## config.mk

```make
export PLATFORM = sky130hd
export DESIGN_NAME = qrm_div_stage
export DESIGN_NICKNAME = d
export VERILOG_FILES = /design/src/rtl/qrm_pkg.sv /design/src/rtl/qrm_div_stage.sv
export SDC_FILE = /design/constraint.sdc
export NUM_CORES = 2
export LEC_CHECK = 0
export ABC_AREA = 1
export BUFFER_PORTS_ARGS = -buffer_cell sky130_fd_sc_hd__clkbuf_2
export CORE_AREA = 8 8 470 472
export CTS_CLUSTER_SIZE = 40
export DETAILED_ROUTE_END_ITERATION = 7
export DIE_AREA = 0 0 478 480
export GPL_TIMING_DRIVEN = 0
export PLACE_DENSITY = 0.46
export SLEW_MARGIN = 40
export SYNTH_ARGS = -nofsm -noshare
export SYNTH_HDL_FRONTEND = slang
export SYNTH_SLANG_ARGS = --single-unit
```

## constraint.sdc

```tcl
create_clock -name aclk -period 35.5 [get_ports aclk]
set_clock_uncertainty 0.2 [all_clocks]
set_input_delay 7.1 -clock aclk [delete_from_list [all_inputs] [get_ports aclk]]
set_output_delay 7.1 -clock aclk [all_outputs]
set_load 0.01 [all_outputs]
```

## src/rtl/qrm_pkg.sv

```systemverilog
// ----------------------------------------------------------------------------
// qrm_pkg
// Shared types and constants of the quaternion to rotation matrix pipeline.
// ----------------------------------------------------------------------------
package qrm_pkg;

    localparam int NUM_EL   = 9;   // matrix elements, row-major
    localparam int FRAC_W   = 14;  // fraction bits of the result
    localparam int Q_W      = 15;  // quotient bits, covers 0..16384
    localparam int S_W      = 33;  // squared norm, up to 2^32
    localparam int N_W      = 34;  // signed numerators
    localparam int D_W      = 34;  // divisor 2*s
    localparam int REM_W    = 48;  // dividend mag*2^15 + s
    localparam int DIV_DEPTH = Q_W;

    localparam logic [Q_W-1:0] ONE_Q14 = 15'd16384;

    // products of the quaternion parts
    typedef struct packed {
        logic signed [31:0] ww;
        logic signed [31:0] xx;
        logic signed [31:0] yy;
        logic signed [31:0] zz;
        logic signed [31:0] xy;
        logic signed [31:0] zw;
        logic signed [31:0] xz;
        logic signed [31:0] yw;
        logic signed [31:0] yz;
        logic signed [31:0] xw;
    } prod_t;

    // numerators and squared norm
    typedef struct packed {
        logic signed [NUM_EL-1:0][N_W-1:0] num;
        logic [S_W-1:0]                    s;
    } sum_t;

    // one division lane
    typedef struct packed {
        logic [REM_W-1:0] rem;
        logic [Q_W-1:0]   q;
        logic             neg;
    } lane_t;

    // word moving through the divider stages
    typedef struct packed {
        lane_t [NUM_EL-1:0] lane;
        logic [D_W-1:0]     d;
        logic               zero;
    } div_t;

endpackage

```

## src/rtl/qrm_div_stage.sv

```systemverilog
// ----------------------------------------------------------------------------
// qrm_div_stage
// One restoring division step, one quotient bit, for all nine lanes.
// ----------------------------------------------------------------------------
module qrm_div_stage import qrm_pkg::*; (
    input  logic       aclk,
    input  logic       aresetn,
    input  logic [3:0] sh,
    input  logic       in_valid,
    output logic       up_ready,
    input  div_t       in_data,
    output logic       out_valid,
    input  logic       down_ready,
    output div_t       out_data
);

    logic valid_reg;
    div_t data_reg, data_next;

    assign up_ready = !valid_reg || down_ready;

    // trial subtract of the shifted divisor
    always_comb begin
        logic [REM_W-1:0] trial;
        logic             ge;
        trial     = REM_W'(in_data.d) << sh;
        data_next = in_data;
        for (int i = 0; i < NUM_EL; i++) begin
            ge = (in_data.lane[i].rem >= trial);
            data_next.lane[i].rem = ge ? in_data.lane[i].rem - trial : in_data.lane[i].rem;
            data_next.lane[i].q   = {in_data.lane[i].q[Q_W-2:0], ge};
        end
    end

    always_ff @(posedge aclk) begin
        if (!aresetn) begin
            valid_reg <= 1'b0;
        end else if (up_ready) begin
            valid_reg <= in_valid;
        end
        if (up_ready) data_reg <= data_next;
    end

    assign out_valid = valid_reg;
    assign out_data  = data_reg;

endmodule

```

==> qor.yml <==
syn_area_sq_um: 64850
end_kind: "primary output"
fin_cells: 14983
overflow: 0
fp.dieH_um: 480
grt_max_degree: 43
synth_edf_count: 611
fin_area_sq_um: 79340
port_buffers: 1219
clock_sinks: 612
synth_seq_area_share_pct: 28.32
holdCritPathClass: "flip-flop to flip-flop"
status: "complete, no violations"
grt_pass1_wl_mm: 516.3
drt_iter0_drc: 6328
path_cells: "clkbuf_2 -> inv_1 -> nand2_4 -> buf_16 -> buf_12 -> buf_12 -> buf_12 -> buf_12 -> clkbuf_2"
synth_nets: 11738
htree_levels: 3
placed_cell_area_sq_um: 76680
arrival_ns: 9.03
drc_errors: 0
routabilityCongestion: 0.9956
avgViaCountPerCell: 4.873
postCtsHoldBufs: 0
p_total_mw: 3.715
dr.pass1.iters: 6
cts_buffer_depth: 3
leakagePower_nw: 45.27
die_x_um: 478
worstMarginPinSlew_ns: 0.8460
rsz0062_at_grt: "false"
grt.total_usage_pct: 31.43
ir_drop_mv: 0.03677
final_common_cell: "nand2_1"
slowest_stage: "nand2_4"
final_nets: 13131
place_hpwl_mm: 329.4
wl_per_cell_um: 25.23
fin_tns_setup_ns: 0
cp_top_family: "buffers and inverters"
p_per_area_nw_per_um2: 46.82
fmax_mhz: 61.24
start_util_pct: 30.40
syn_to_final_growth_pct: 22.35
yosysUniqueCellTypes: 41
worst_skew_pair.late_latency_ns: 0.70
crit_top_cell: "buf_12"
dieArea_sq_um: 229400
final_hold_viol_count: 0
cts_resized: 0
antenna_found_initial: 69
synth_ff_type: "edfxtp_1"
synth_warnings: 0
drive_gt1_share_pct: 13.85
cts-root-buf: "clkbuf_16"
rows: 170
crit_buf_inv: 8
max_stage_delay_ns: 0.28
cts_setup_buffers: 0
io_pins: 1232
detail-route-antenna-nets: 0
core_area_sq_um: 213300
dr_total_vias: 73009
synth_async_sr_flop_share_pct: 0
slew_viol_final: 0
slew-limit-headroom_pct: 43.00
final_cell_mix: "nand2_1, inv_1, clkbuf_2"
grt_pass1_vias: 69731
final.min_clock_period_ns: 16.33
worstSetupPathType: "input pin to primary output"
cp.required_ns: 28.20
tritoncts: "done"
fin_hold_ws_ns: 0.6186
ys_seq_elements: 612
setup_viol: 0
worstSetupStartpointType: "input pin"
maxCapViolCount: 0
syn_area_per_cell_sq_um: 6.084
period_share_pct: 46.00
place_inst: 14811
synthCells: 10660
numCtsBuffers: 78
crit_fanout: 38
clk_pin_slew_ns: 0.05
drt-total-wl_mm: 378.0
-- routing by layer --
layer / wire [um] / up-vias / GRT usage (%)
li1: - / 35701 / -
met1: 154100 / 33748 / 38.69
met2: 168200 / 2917 / 51.03
met3: 27190 / 615 / 5.422
met4: 28360 / 28 / 19.80
met5: 179 / - / 0
-- synthesized netlist by cell type, types with 32 or more instances --
cell	n	area share [%]
ha_1	450	8.7
nor2_2	38	0.37
xor2_1	216	2.9
nand2_1	4286	25
nand4_1	334	3.2
o21ai_1	208	1.6
nand3_1	617	4.8
edfxtp_1	611	28
inv_1	2355	14
buf_2	32	0.25
buf_6	53	0.92
nor2_1	825	4.8
a21oi_1	242	1.9
o21ai_0	81	0.63
clkbuf_1	39	0.23
-- worst register-to-register path: cells and delay by family, from the launching register on --
family / cells / cell delay (ns)
buffers and inverters: 6 / 1.61
AND/OR/NAND/NOR: 1 / 0.29
flip-flops: 1 / 0.33
-- worst paths after layout --
path	startpoint	endpoint	slack, ns	depth (start not counted)
max	down_ready	up_ready	19.17	9
min	out_valid	out_valid	0.62	2
max reg2reg	out_valid	out_data[290]	32.73	7
min reg2reg	out_valid	out_valid	0.62	2
-- power breakdown --
group	total (mW)	internal (mW)	switching, mW
clock network	0.832	0.478	0.354
registers	1.07	0.984	0.0829
logic	1.82	0.549	1.27
-- state kept, by name, indices dropped and copies added, names as in the netlist --
register and cells:
out_data 611, out_valid 1
-- cell type report --
type	count	area (sq um)
inverters	2379	8932
clock inverters	49	516.7
clock buffers	92	2068
diodes	31	77.57
repair buffers	1313	7766
flip-flops and latches	612	18370
multi-input cells	7504	36950
fillers	23678	134000
well taps	2838	3551
plain buffers	165	1119
-- cells by family (layout without fill, tap and decap cells) --
kind of cell | Yosys count | in the layout | synth area share (%)
xor gates and xnor gates | 225 | 225 | 3.039
AOI/OAI and AO/OA | 556 | 556 | 4.380
DFF | 612 | 612 | 28.32
other | 0 | 31 | 0
muxes | 30 | 30 | 0.4630
adders and majority gates | 459 | 459 | 8.960
and+or+nand+nor | 6234 | 6234 | 39.36
buffers and inverters | 2544 | 3998 | 15.48
-- stage by stage --
step	util, %	worst slack, ns
2_1_floorplan	-	8.166
3_3_place_gp	34.92	-0.8752
3_5_place_dp	35.94	19.17
4_1_cts	37.15	19.17
5_1_grt	37.18	19.02
6_report	37.19	19.17
Power figures use the tool's default switching activity.
