**src/rtl/qrm_pkg.sv**
```systemverilog
// ----------------------------------------------------------------------------
// qrm_pkg
// Shared types and constants of the quaternion to rotation matrix pipeline.
// ----------------------------------------------------------------------------
package qrm_pkg;

    localparam int NUM_EL   = 9;   // matrix elements, row-major
    localparam int FRAC_W   = 14;  // fraction bits of the result
    localparam int Q_W      = 15;  // quotient bits, covers 0..16384
    localparam int S_W      = 33;  // squared norm, up to 2^32
    localparam int N_W      = 34;  // signed numerators
    localparam int D_W      = 34;  // divisor 2*s
    localparam int REM_W    = 48;  // dividend mag*2^15 + s
    localparam int DIV_DEPTH = Q_W;

    localparam logic [Q_W-1:0] ONE_Q14 = 15'd16384;

    // products of the quaternion parts
    typedef struct packed {
        logic signed [31:0] ww;
        logic signed [31:0] xx;
        logic signed [31:0] yy;
        logic signed [31:0] zz;
        logic signed [31:0] xy;
        logic signed [31:0] zw;
        logic signed [31:0] xz;
        logic signed [31:0] yw;
        logic signed [31:0] yz;
        logic signed [31:0] xw;
    } prod_t;

    // numerators and squared norm
    typedef struct packed {
        logic signed [NUM_EL-1:0][N_W-1:0] num;
        logic [S_W-1:0]                    s;
    } sum_t;

    // one division lane
    typedef struct packed {
        logic [REM_W-1:0] rem;
        logic [Q_W-1:0]   q;
        logic             neg;
    } lane_t;

    // word moving through the divider stages
    typedef struct packed {
        lane_t [NUM_EL-1:0] lane;
        logic [D_W-1:0]     d;
        logic               zero;
    } div_t;

endpackage

```
**src/rtl/qrm_out.sv**
```systemverilog
// ----------------------------------------------------------------------------
// qrm_out
// Output register: clamp, sign restore and identity for a zero quaternion.
// ----------------------------------------------------------------------------
module qrm_out import qrm_pkg::*; (
    input  logic         aclk,
    input  logic         aresetn,
    input  logic         in_valid,
    output logic         up_ready,
    input  div_t         in_data,
    output logic         m_tvalid,
    input  logic         m_tready,
    output logic [143:0] m_tdata,
    output logic [0:0]   m_tuser
);

    logic         valid_reg;
    logic [143:0] data_reg, data_next;
    logic         zero_reg;

    assign up_ready = !valid_reg || m_tready;

    // element formatting
    always_comb begin
        logic [Q_W-1:0] qc;
        logic [15:0]    e;
        for (int i = 0; i < NUM_EL; i++) begin
            qc = (in_data.lane[i].q > ONE_Q14) ? ONE_Q14 : in_data.lane[i].q;
            e  = in_data.lane[i].neg ? 16'(-{1'b0, qc}) : {1'b0, qc};
            if (in_data.zero) begin
                e = (i % 4 == 0) ? {1'b0, ONE_Q14} : 16'd0;
            end
            data_next[i*16 +: 16] = e;
        end
    end

    always_ff @(posedge aclk) begin
        if (!aresetn) begin
            valid_reg <= 1'b0;
        end else if (up_ready) begin
            valid_reg <= in_valid;
        end
        if (up_ready) begin
            data_reg <= data_next;
            zero_reg <= in_data.zero;
        end
    end

    assign m_tvalid = valid_reg;
    assign m_tdata  = data_reg;
    assign m_tuser  = zero_reg;

endmodule

```
**config.mk**
```make
export PLATFORM = sky130hd
export DESIGN_NAME = qrm_out
export DESIGN_NICKNAME = d
export VERILOG_FILES = /design/src/rtl/qrm_pkg.sv /design/src/rtl/qrm_out.sv
export SDC_FILE = /design/constraint.sdc
export NUM_CORES = 1
export LEC_CHECK = 0
export ABC_AREA = 1
export BUFFER_PORTS_ARGS = -buffer_cell sky130_fd_sc_hd__buf_4
export CAP_MARGIN = 0
export CORE_AREA = 3 3 297 299
export DETAILED_ROUTE_END_ITERATION = 7
export DIE_AREA = 0 0 300 302
export GPL_ROUTABILITY_DRIVEN = 0
export PLACE_DENSITY = 0.35
export SLEW_MARGIN = 20
export SYNTH_ARGS = -nofsm -noshare
export SYNTH_HDL_FRONTEND = slang
export SYNTH_SLANG_ARGS = --single-unit
```
**constraint.sdc**
```tcl
create_clock -name aclk -period 4.4 [get_ports aclk]
set_input_delay 0.22 -clock aclk [delete_from_list [all_inputs] [get_ports aclk]]
set_output_delay 0.22 -clock aclk [all_outputs]
set_load 0.01 [all_outputs]
```
==> results of run 1 <==
-- state kept, by name (all words and copies together), names as in the netlist --
register	count
m_tvalid	1
m_tdata	144
m_tuser	1
-- power by group --
| part | leakage [nW] | switching, mW | internal [mW] |
|---|---|---|---|
| Sequential | 1.62 | 0.0471 | 1.68 |
| Clock | 0.283 | 0.726 | 0.849 |
| Combinational | 4.00 | 0.598 | 0.387 |
| Total | 5.90 | 1.37 | 2.92 |
-- worst max-delay path, cell delays in order --
cell           delay (ns)
dlygate4sd3_1        0.54
buf_4                0.15
nor2_1               0.16
nand2_1              0.07
nor2_1               0.10
nand2_1              0.08
nand2_2              0.35
nand2_1              0.15
ha_1                 0.21
or2_2                0.31
nand2_1              0.15
a21oi_4              0.09
nand2_1              0.09
nand2_1              0.05
nand2_1              0.05
nor2_1               0.05
-- cell usage after synthesis, types with 9 or more instances --
master      n  area share (%)
nand3_1    75             4.0
o21ai_1    17            0.91
nor2_2     11            0.74
clkbuf_1   15            0.60
o211ai_1   13             1.0
nand4_1     9            0.60
o21ai_0    94             5.1
ha_1        9             1.2
inv_1     123             5.0
nand2_1   301              12
buf_2       9            0.48
nand2_2    14            0.94
nor3_1     12            0.65
a21oi_1   101             5.4
nor2_1    178             7.2
edfxtp_1  145              47
buf_4      10            0.81
-- final timing paths --
| check | startpoint | endpoint | slack [ns] |
|---|---|---|---|
| max | in_data[489] | m_tdata[120] | 1.81 |
| min | in_data[548] | m_tdata[128] | 0.08 |
| max reg2reg | m_tvalid | m_tdata[1] | 2.65 |
| min reg2reg | m_tvalid | m_tdata[87] | 0.97 |
-- through the flow --
stage	utilization [%]	hold slack [ns]
after floorplan	-	0.319
after global placement	14.9	0.489
after detailed placement	14.9	0.490
after CTS	15.7	0.0231
after global routing	15.7	0.0546
final	15.7	0.0784
-- area by class of cell --
| cell class | count | area [um2] | area share (%) |
|---|---|---|---|
| clock inverter | 15 | 170 | 1.27 |
| antenna | 9 | 22.5 | 0.168 |
| inverter | 129 | 485 | 3.61 |
| multi-input combinational | 894 | 4210 | 31.3 |
| clock buffer | 17 | 425 | 3.17 |
| timing repair buffer | 305 | 2320 | 17.3 |
| sequential | 146 | 4370 | 32.6 |
| tap | 1144 | 1430 | 10.7 |
-- layer usage --
metal | track usage (%) | vias up | share of wire, %
met5 | 0 | - | 0.11
met4 | 5.01 | 8 | 4.1
met3 | 5.86 | 51 | 12
met2 | 15.8 | 271 | 46
met1 | 10.1 | 4260 | 38
li1 | - | 4672 | -
-- cells by family after synthesis --
| kind of cell | Yosys count | synth area share [%] |
|---|---|---|
| AO/OA/AOI/OAI | 261 | 15.7 |
| AND/OR/NAND/NOR | 624 | 28.2 |
| adder cells (fa/ha/maj) | 9 | 1.21 |
| flip-flops | 146 | 47.0 |
| buffers and inverters | 171 | 7.90 |
-- timing repair --
item | CTS | global route
hold buffers | 6 | 0
hold endpoints to repair | 5 | 0
setup buffers | 0 | 0
==> results.sh, run 1 <==
export IMPL_outcome="finished clean"
export IMPL_required_ns=4.66
export IMPL_power_per_cell_area_mw_per_mm2=319
export IMPL_max_clock_path_buffers=2
export IMPL_detailedPlacementHpwl_um=35700
export IMPL_place_ws_ns=1.68
export IMPL_htreeDepth=4
export IMPL_design_area_mm2=0.0134
export IMPL_timing_fmax_mhz=386
export IMPL_cts_tree="yes"
export IMPL_remaining_drc_errors=0
export IMPL_worst_slack_ns=1.81
export IMPL_total_power_mw=4.29
export IMPL_finalSetupTns_ns=0
export IMPL_finalCritPeriodShare_pct=58.9
export IMPL_most_common_layout_cells="nand2_1, buf_4, nor2_1"
export IMPL_boundaryPins=762
export IMPL_final_layout_size_suffix_gt1_share_pct=25.1
export IMPL_crit_arrival_ns=2.85
export IMPL_placed_cells_incl_taps=2612
export IMPL_port_buffer_count=295
export IMPL_timing_final_crit_period_ns=2.59
export IMPL_worstMarginPinSlew_ns=0.908
export IMPL_drt_pass1_iterations=5
export IMPL_worst_slew_margin_rel_pct=39.5
export IMPL_placementRows=107
export IMPL_path_class="input port to flip-flop"
export IMPL_grt_pass1_wl_um=63500
export IMPL_fp_coreArea_mm2=0.0854
export IMPL_final_cell_count_no_fill=2659
export IMPL_synth_sequential_area_ratio_pct=47.0
export IMPL_worst_setup_path_start_kind="input port"
export IMPL_fillCellCount=9824
export IMPL_maxSlewViolCount=0
export IMPL_area_growth_pct=44.3
export IMPL_cts_clk_slew_worst_paths_ns=0.08
export IMPL_tritoncts_num_sinks=146
export IMPL_synth_top_flop_cell="edfxtp_1"
export IMPL_number_of_distinct_library_cells_after_synthesis=48
export IMPL_syn_avg_cell_area_um2=7.69
export IMPL_ys_seq_elements=146
export IMPL_worst_setup_path_end_kind="flip-flop"
export IMPL_ctsResizeCount=0
export IMPL_post_dp_cell_area_mm2=0.0128
export IMPL_hp_class="input port to flip-flop"
export IMPL_violation_count_after_the_first_detailed_routing_iteration=449
export IMPL_vias_per_cell=3.48
export IMPL_r2r_worst_path_cells=2
export IMPL_grt_setup_unrepaired="no"
export IMPL_clock_root_buffer="clkbuf_16"
export IMPL_synth_fp_nets=1835
export IMPL_setup_viol_count_final=0
export IMPL_globalRoute_totalOverflow=0
export IMPL_antenna_found_initial=12
export IMPL_syn_instance_count=1211
export IMPL_cap_viol_max_count=0
export IMPL_worst_skew_pair_late_latency_ns=0.49
export IMPL_die_area_mm2=0.0906
export IMPL_hold_viol=0
export IMPL_cts_inserted_buffers=17
export IMPL_grt_pass1_vias=9546
export IMPL_num_vias=9262
export IMPL_wl_um=44300
export IMPL_timing_clock_skew_ns=0.0113
export IMPL_mappedNetlistArea_mm2=0.00931
export IMPL_hold_path_cell_count=3
export IMPL_cp_max_fo=23
export IMPL_floorplan_initialDensity_pct=10.9
export IMPL_routedWlPerCell_um=16.6
export IMPL_synthArstFlopShare_pct=0
export IMPL_final_nets=2117
export IMPL_static_leakage_power_nw=5.90
export IMPL_yosysWarnings=0
export IMPL_die_height_um=302
export IMPL_track_usage_pct=9.83
export IMPL_die_width_um=300
export IMPL_layout_cells_most_common="nand2_1"
export IMPL_maximum_number_of_pins_on_one_net_before_global_route_repair=79
export IMPL_synth_edf_count=145
export IMPL_vdd_drop_max_mv=0.329
export IMPL_postRouteAntennaNets=0
Note: power is estimated with default switching activity, not from simulation.
==> run 2, diff against run 1 <==
- clock period: 4.4 -> 2.6 ns (I/O delays scaled with it)
==> run 2 against run 1 <==
Net effect:
- core utilization rose by 0.50 points
- clock skew up 0.00056 ns
- clock power is 77% higher
- sequential share of layout area shrank 1.0 points
- total power up 73%
- first-iteration DRC count is 29% higher
- global-route usage rose by 0.073 points
- register-to-register slack got worse by 2.0 ns
- non-clock buffer count is 41 higher
==> results.sh, run 2 (synthesized netlist as in run 1, its figures left out) <==
export IMPL_finalSetupTns_ns=0
export IMPL_most_common_layout_cells="buf_4, nand2_1, nor2_1"
export IMPL_area_growth_pct=48.9
export IMPL_final_cell_count_no_fill=2695
export IMPL_fillCellCount=9817
export IMPL_drt_pass1_iterations=5
export IMPL_hold_path_startpoint="in_data[178]"
export IMPL_boundaryPins=762
export IMPL_vdd_drop_max_mv=0.425
export IMPL_worst_slack_ns=0.279
export IMPL_hold_path_cell_count=3
export IMPL_final_layout_size_suffix_gt1_share_pct=25.3
export IMPL_wl_um=44700
export IMPL_grt_setup_unrepaired="no"
export IMPL_p_switching_mw=2.34
export IMPL_cts_tree="yes"
export IMPL_placementRows=107
export IMPL_r2r_worst_path_cells=4
export IMPL_ctsResizeCount=0
export IMPL_cp_max_fo=13
export IMPL_area_sequential_mm2=0.00437
export IMPL_globalRoute_totalOverflow=0
export IMPL_outcome="finished clean"
export IMPL_crit_start="in_data[420]"
export IMPL_largest_register_ff_count=144
export IMPL_clock_root_buffer="clkbuf_16"
export IMPL_track_usage_pct=9.90
export IMPL_power_share_switching_pct=31.5
export IMPL_htreeDepth=4
export IMPL_cts_inserted_buffers=17
export IMPL_timing_clock_skew_ns=0.0119
export IMPL_fp_coreArea_mm2=0.0854
export IMPL_vias_per_cell=3.53
export IMPL_cts_clk_slew_worst_paths_ns=0.06
export IMPL_worst_slew_margin_rel_pct=54.9
export IMPL_routedWlPerCell_um=16.6
export IMPL_detailedPlacementHpwl_um=35900
export IMPL_maximum_number_of_pins_on_one_net_before_global_route_repair=66
export IMPL_antenna_found_initial=7
export IMPL_die_area_mm2=0.0906
export IMPL_layout_cells_most_common="buf_4"
export IMPL_worst_skew_pair_late_latency_ns=0.48
export IMPL_cap_viol_max_count=0
export IMPL_worstMarginPinSlew_ns=0.670
export IMPL_placed_cells_incl_taps=2625
export IMPL_path_class="input port to flip-flop"
export IMPL_postRouteAntennaNets=0
export IMPL_timing_final_crit_period_ns=2.32
export IMPL_maxSlewViolCount=0
export IMPL_tritoncts_num_sinks=146
export IMPL_terminus_of_the_critical_flop_to_flop_path="m_tvalid"
export IMPL_worst_setup_path_start_kind="input port"
export IMPL_hold_viol=0
export IMPL_grt_pass1_vias=9477
export IMPL_share_seq_of_total_power_pct=39.5
export IMPL_floorplan_initialDensity_pct=10.9
export IMPL_power_per_cell_area_mw_per_mm2=536
export IMPL_port_buffer_count=295
export IMPL_grt_pass1_wl_um=64400
export IMPL_hp_class="input port to flip-flop"
export IMPL_violation_count_after_the_first_detailed_routing_iteration=577
export IMPL_timing_reg2reg_setup_slack_ns=0.69
export IMPL_remaining_drc_errors=0
export IMPL_place_ws_ns=0.384
export IMPL_cellInternalPower_mw=5.09
export IMPL_die_width_um=300
export IMPL_finalCritPeriodShare_pct=89.3
export IMPL_die_height_um=302
export IMPL_static_leakage_power_nw=6.10
export IMPL_critical_path_reg2reg_startpoint="m_tvalid"
export IMPL_max_clock_path_buffers=2
export IMPL_multi_input_comb_area_mm2=0.00421
export IMPL_setup_viol_count_final=0
export IMPL_clockPowerShare_pct=37.4
export IMPL_num_vias=9504
export IMPL_share_comb_of_total_power_pct=23.1
export IMPL_crit_arrival_ns=2.54
export IMPL_required_ns=2.81
export IMPL_timing_fmax_mhz=431
export IMPL_final_nets=2158
export IMPL_worst_hold_path_endpoint="m_tdata[46]"
export IMPL_worst_setup_path_end_kind="flip-flop"
## run 2: cell count changes in the layout (fill, tap and decap cells not counted), sizes merged
cell | before | now
diode | 9 | 4
buf | 299 | 312
bufinv | 2 | 3
dlygate4sd3 | 6 | 34
clkbuf | 17 | 18
inv | 132 | 130
## run 2: worst max-delay path by stage
| stage | slack [ns] | endpoint | depth (start not counted) |
|---|---|---|---|
| 2_1_floorplan | 0.04 | m_tvalid | 2 |
| 3_3_place_gp | 0.37 | m_tdata[104] | 14 |
| 3_5_place_dp | 0.38 | m_tdata[118] | 13 |
| 4_1_cts | 0.31 | m_tdata[104] | 15 |
| 5_1_grt | 0.02 | m_tdata[104] | 15 |
| 6_report | 0.28 | m_tdata[104] | 15 |
## run 2: worst max-delay path, cell delays in order
cell and delay, ns:
dlygate4sd3_1 0.57, buf_4 0.15, nor2_1 0.22, nand2_1 0.12
nor2_1 0.11, nand2_1 0.07, nand2_2 0.21, nand2_1 0.13
ha_1 0.26, nand2_1 0.10, a21oi_1 0.06, nand2_1 0.09
nand2_1 0.06, o21ai_0 0.15, a21oi_1 0.10
## run 2: through the flow
step           hold slack (ns)  power [mW]  area, um2  util, %
2_1_floorplan            0.229        3.75       9310        -
3_3_place_gp             0.402        4.73      12900     15.1
3_5_place_dp             0.406        4.71      12900     15.1
4_1_cts               0.000297        7.68      13900     16.2
5_1_grt                 0.0280        7.90      13900     16.2
6_report                0.0557        7.43      13900     16.2
## run 2: power groups by stage
| stage | clock [mW] | sequential [mW] | combinational (mW) |
|---|---|---|---|
| floorplan | 0 | 3.09 | 0.659 |
| global placement | 0 | 2.99 | 1.73 |
| detailed placement | 0 | 2.99 | 1.72 |
| CTS | 2.96 | 2.95 | 1.78 |
| global route | 3.00 | 2.96 | 1.93 |
| finish | 2.78 | 2.94 | 1.72 |
## run 2: cell type report
type	count	area share, %
Antenna cell	4	0.0722
Clock buffer	18	3.10
Clock inverter	14	1.43
Inverter	129	3.50
Multi-Input combinational cell	894	30.4
Sequential cell	146	31.6
Tap cell	1144	10.3
Timing Repair Buffer	346	19.6
## run 2: layer usage
metal	track usage, %	wire (um)	share of wire, %	vias to the layer above
met5	0	40	0.089	-
met4	3.32	1020	2.3	6
met3	4.46	4060	9.1	37
met2	16.4	21200	47	281
met1	11.4	18400	41	4436
li1	-	-	-	4744
## run 2: what timing repair did
| item | CTS | global route |
|---|---|---|
| setup buffers | 0 | 0 |
| hold buffers | 34 | 0 |
| endpoints found under the hold margin | 33 | 0 |
==> run 3, diff against run 2 <==
- MAX_ROUTING_LAYER: not set -> met4
- RECOVER_POWER: not set -> 100
==> run 3 against run 2 <==
Net effect:
- the flow now finishes with violations (capacitance limit, slew limit)
- sequential power barely moved
- highest routed layer is now met4
- hold slack got worse by 0.0071 ns
- largest cell class unchanged
- wire length about the same
- critical path depth decreased by 1
- core utilization down 0.78 points
- combinational power shrank 12%
==> results.sh, run 3 (synthesized netlist as in run 1, its figures left out) <==
export IMPL_routedWlPerCell_um=16.6
export IMPL_drt_pass1_iterations=7
export IMPL_worst_setup_path_end_kind="flip-flop"
export IMPL_static_leakage_power_nw=5.47
export IMPL_worst_skew_pair_late_latency_ns=0.48
export IMPL_area_growth_pct=41.8
export IMPL_track_usage_pct=10.2
export IMPL_grt_pass1_vias=9474
export IMPL_timing_final_crit_period_ns=2.41
export IMPL_critical_path_reg2reg_startpoint="m_tvalid"
export IMPL_die_height_um=302
export IMPL_cts_clk_slew_worst_paths_ns=0.07
export IMPL_vias_per_cell=3.51
export IMPL_vdd_drop_max_mv=0.427
export IMPL_cp_max_fo=9
export IMPL_detailedPlacementHpwl_um=35900
export IMPL_worst_slew_margin_rel_pct=-21.7
export IMPL_placementRows=107
export IMPL_cts_inserted_buffers=17
export IMPL_grt_setup_unrepaired="no"
export IMPL_cts_tree="yes"
export IMPL_floorplan_initialDensity_pct=10.9
export IMPL_timing_fmax_mhz=415
export IMPL_crit_arrival_ns=2.64
export IMPL_layout_cells_most_common="nand2_1"
export IMPL_required_ns=2.83
export IMPL_die_width_um=300
export IMPL_hold_path_startpoint="in_data[178]"
export IMPL_maximum_number_of_pins_on_one_net_before_global_route_repair=66
export IMPL_worst_hold_slack_ns=0.0486
export IMPL_postRouteAntennaNets=0
export IMPL_area_sequential_mm2=0.00437
export IMPL_num_vias=9483
export IMPL_crit_start="in_data[495]"
export IMPL_worstMarginPinSlew_ns=1.83
export IMPL_finalSetupTns_ns=0
export IMPL_max_clock_path_buffers=2
export IMPL_total_power_mw=7.23
export IMPL_hp_class="input port to flip-flop"
export IMPL_htreeDepth=4
export IMPL_wl_um=44700
export IMPL_worst_slack_ns=0.189
export IMPL_largest_register_ff_count=144
export IMPL_timing_clock_skew_ns=0.0104
export IMPL_final_nets=2158
export IMPL_finalCritPeriodShare_pct=92.7
export IMPL_fp_coreArea_mm2=0.0854
export IMPL_worst_setup_path_start_kind="input port"
export IMPL_most_common_layout_cells="nand2_1, nor2_1, clkbuf_1"
export IMPL_die_area_mm2=0.0906
export IMPL_remaining_drc_errors=0
export IMPL_violation_count_after_the_first_detailed_routing_iteration=603
export IMPL_globalRoute_totalOverflow=0
export IMPL_maxSlewViolCount=21
export IMPL_antenna_found_initial=7
export IMPL_failed_checks="capacitance limit, slew limit"
export IMPL_post_cts_setup_buffer_count=0
export IMPL_setup_viol_count_final=0
export IMPL_place_ws_ns=0.384
export IMPL_power_per_cell_area_mw_per_mm2=548
export IMPL_clock_root_buffer="clkbuf_16"
export IMPL_fillCellCount=9929
export IMPL_boundaryPins=762
export IMPL_timing_reg2reg_setup_slack_ns=0.29
export IMPL_path_class="input port to flip-flop"
export IMPL_final_layout_size_suffix_gt1_share_pct=13.6
export IMPL_cap_viol_max_count=1
export IMPL_grt_pass1_wl_um=64400
export IMPL_outcome="finished, violations left"
export IMPL_tritoncts_num_sinks=146
export IMPL_port_buffer_count=295
export IMPL_hold_viol=0
export IMPL_multi_input_comb_area_mm2=0.00416
run 3: cell types whose count changed in the layout (fill, tap and decap cells not counted), sizes merged:
cell	delta
buf	-165
clkbuf	+165
diode	+3
run 3: path summary, 6_finish.rpt:
| path | end | cells past startpoint |
|---|---|---|
| min | m_tdata[46] | 3 |
| min reg2reg | m_tdata[74] | 1 |
| max | m_tdata[118] | 14 |
| max reg2reg | m_tvalid | 4 |
run 3: cell type report:
type / count / share of cell area, %
clock inverters: 14 / 1.50
flip-flops and latches: 146 / 33.2
repair buffers: 346 / 15.9
clock buffers: 18 / 3.25
diodes: 7 / 0.133
multi-input cells: 894 / 31.5
inverters: 129 / 3.68
well taps: 1144 / 10.8
run 3: report_power, final:
| part | total, mW | leakage [nW] | switching, mW | internal, mW |
|---|---|---|---|---|
| Combinational | 1.52 | 3.55 | 1.02 | 0.508 |
| Sequential | 2.93 | 1.62 | 0.0818 | 2.85 |
| Clock | 2.78 | 0.296 | 1.24 | 1.54 |
run 3: timing repair:
item / in CTS / in global routing
resized for setup: 0 / 0
endpoints found under the hold margin: 33 / 0
hold buffers: 34 / 0
run 3: per-stage QoR:
step | util (%) | cell area, um2 | instances
4_1_cts | 16.2 | 13900 | 2691
5_1_grt | 15.4 | 13200 | 2697
3_5_place_dp | 15.1 | 12900 | 2625
2_1_floorplan | - | 9310 | 1211
3_3_place_gp | 15.1 | 12900 | 2625
6_report | 15.4 | 13200 | 2698
run 3: routing by layer:
metal | wire (um) | up-vias | track usage, %
met3 | 3810 | 30 | 4.28
li1 | - | 4751 | -
met1 | 18800 | 4421 | 11.5
met2 | 21100 | 281 | 16.4
met4 | 983 | 0 | 3.33
met5 | 0 | - | -
run 3: critical path, cell delays in order:
cell and delay [ns]:
dlygate4sd3_1 0.54, buf_4 0.15, nor2_1 0.27, nand2_1 0.08
nor2_1 0.11, nand2_1 0.06, nand2_1 0.18, nand2_1 0.11
ha_1 0.20, or2_2 0.31, nand2_1 0.16, a21oi_4 0.09
o21ai_0 0.17, a21oi_1 0.07
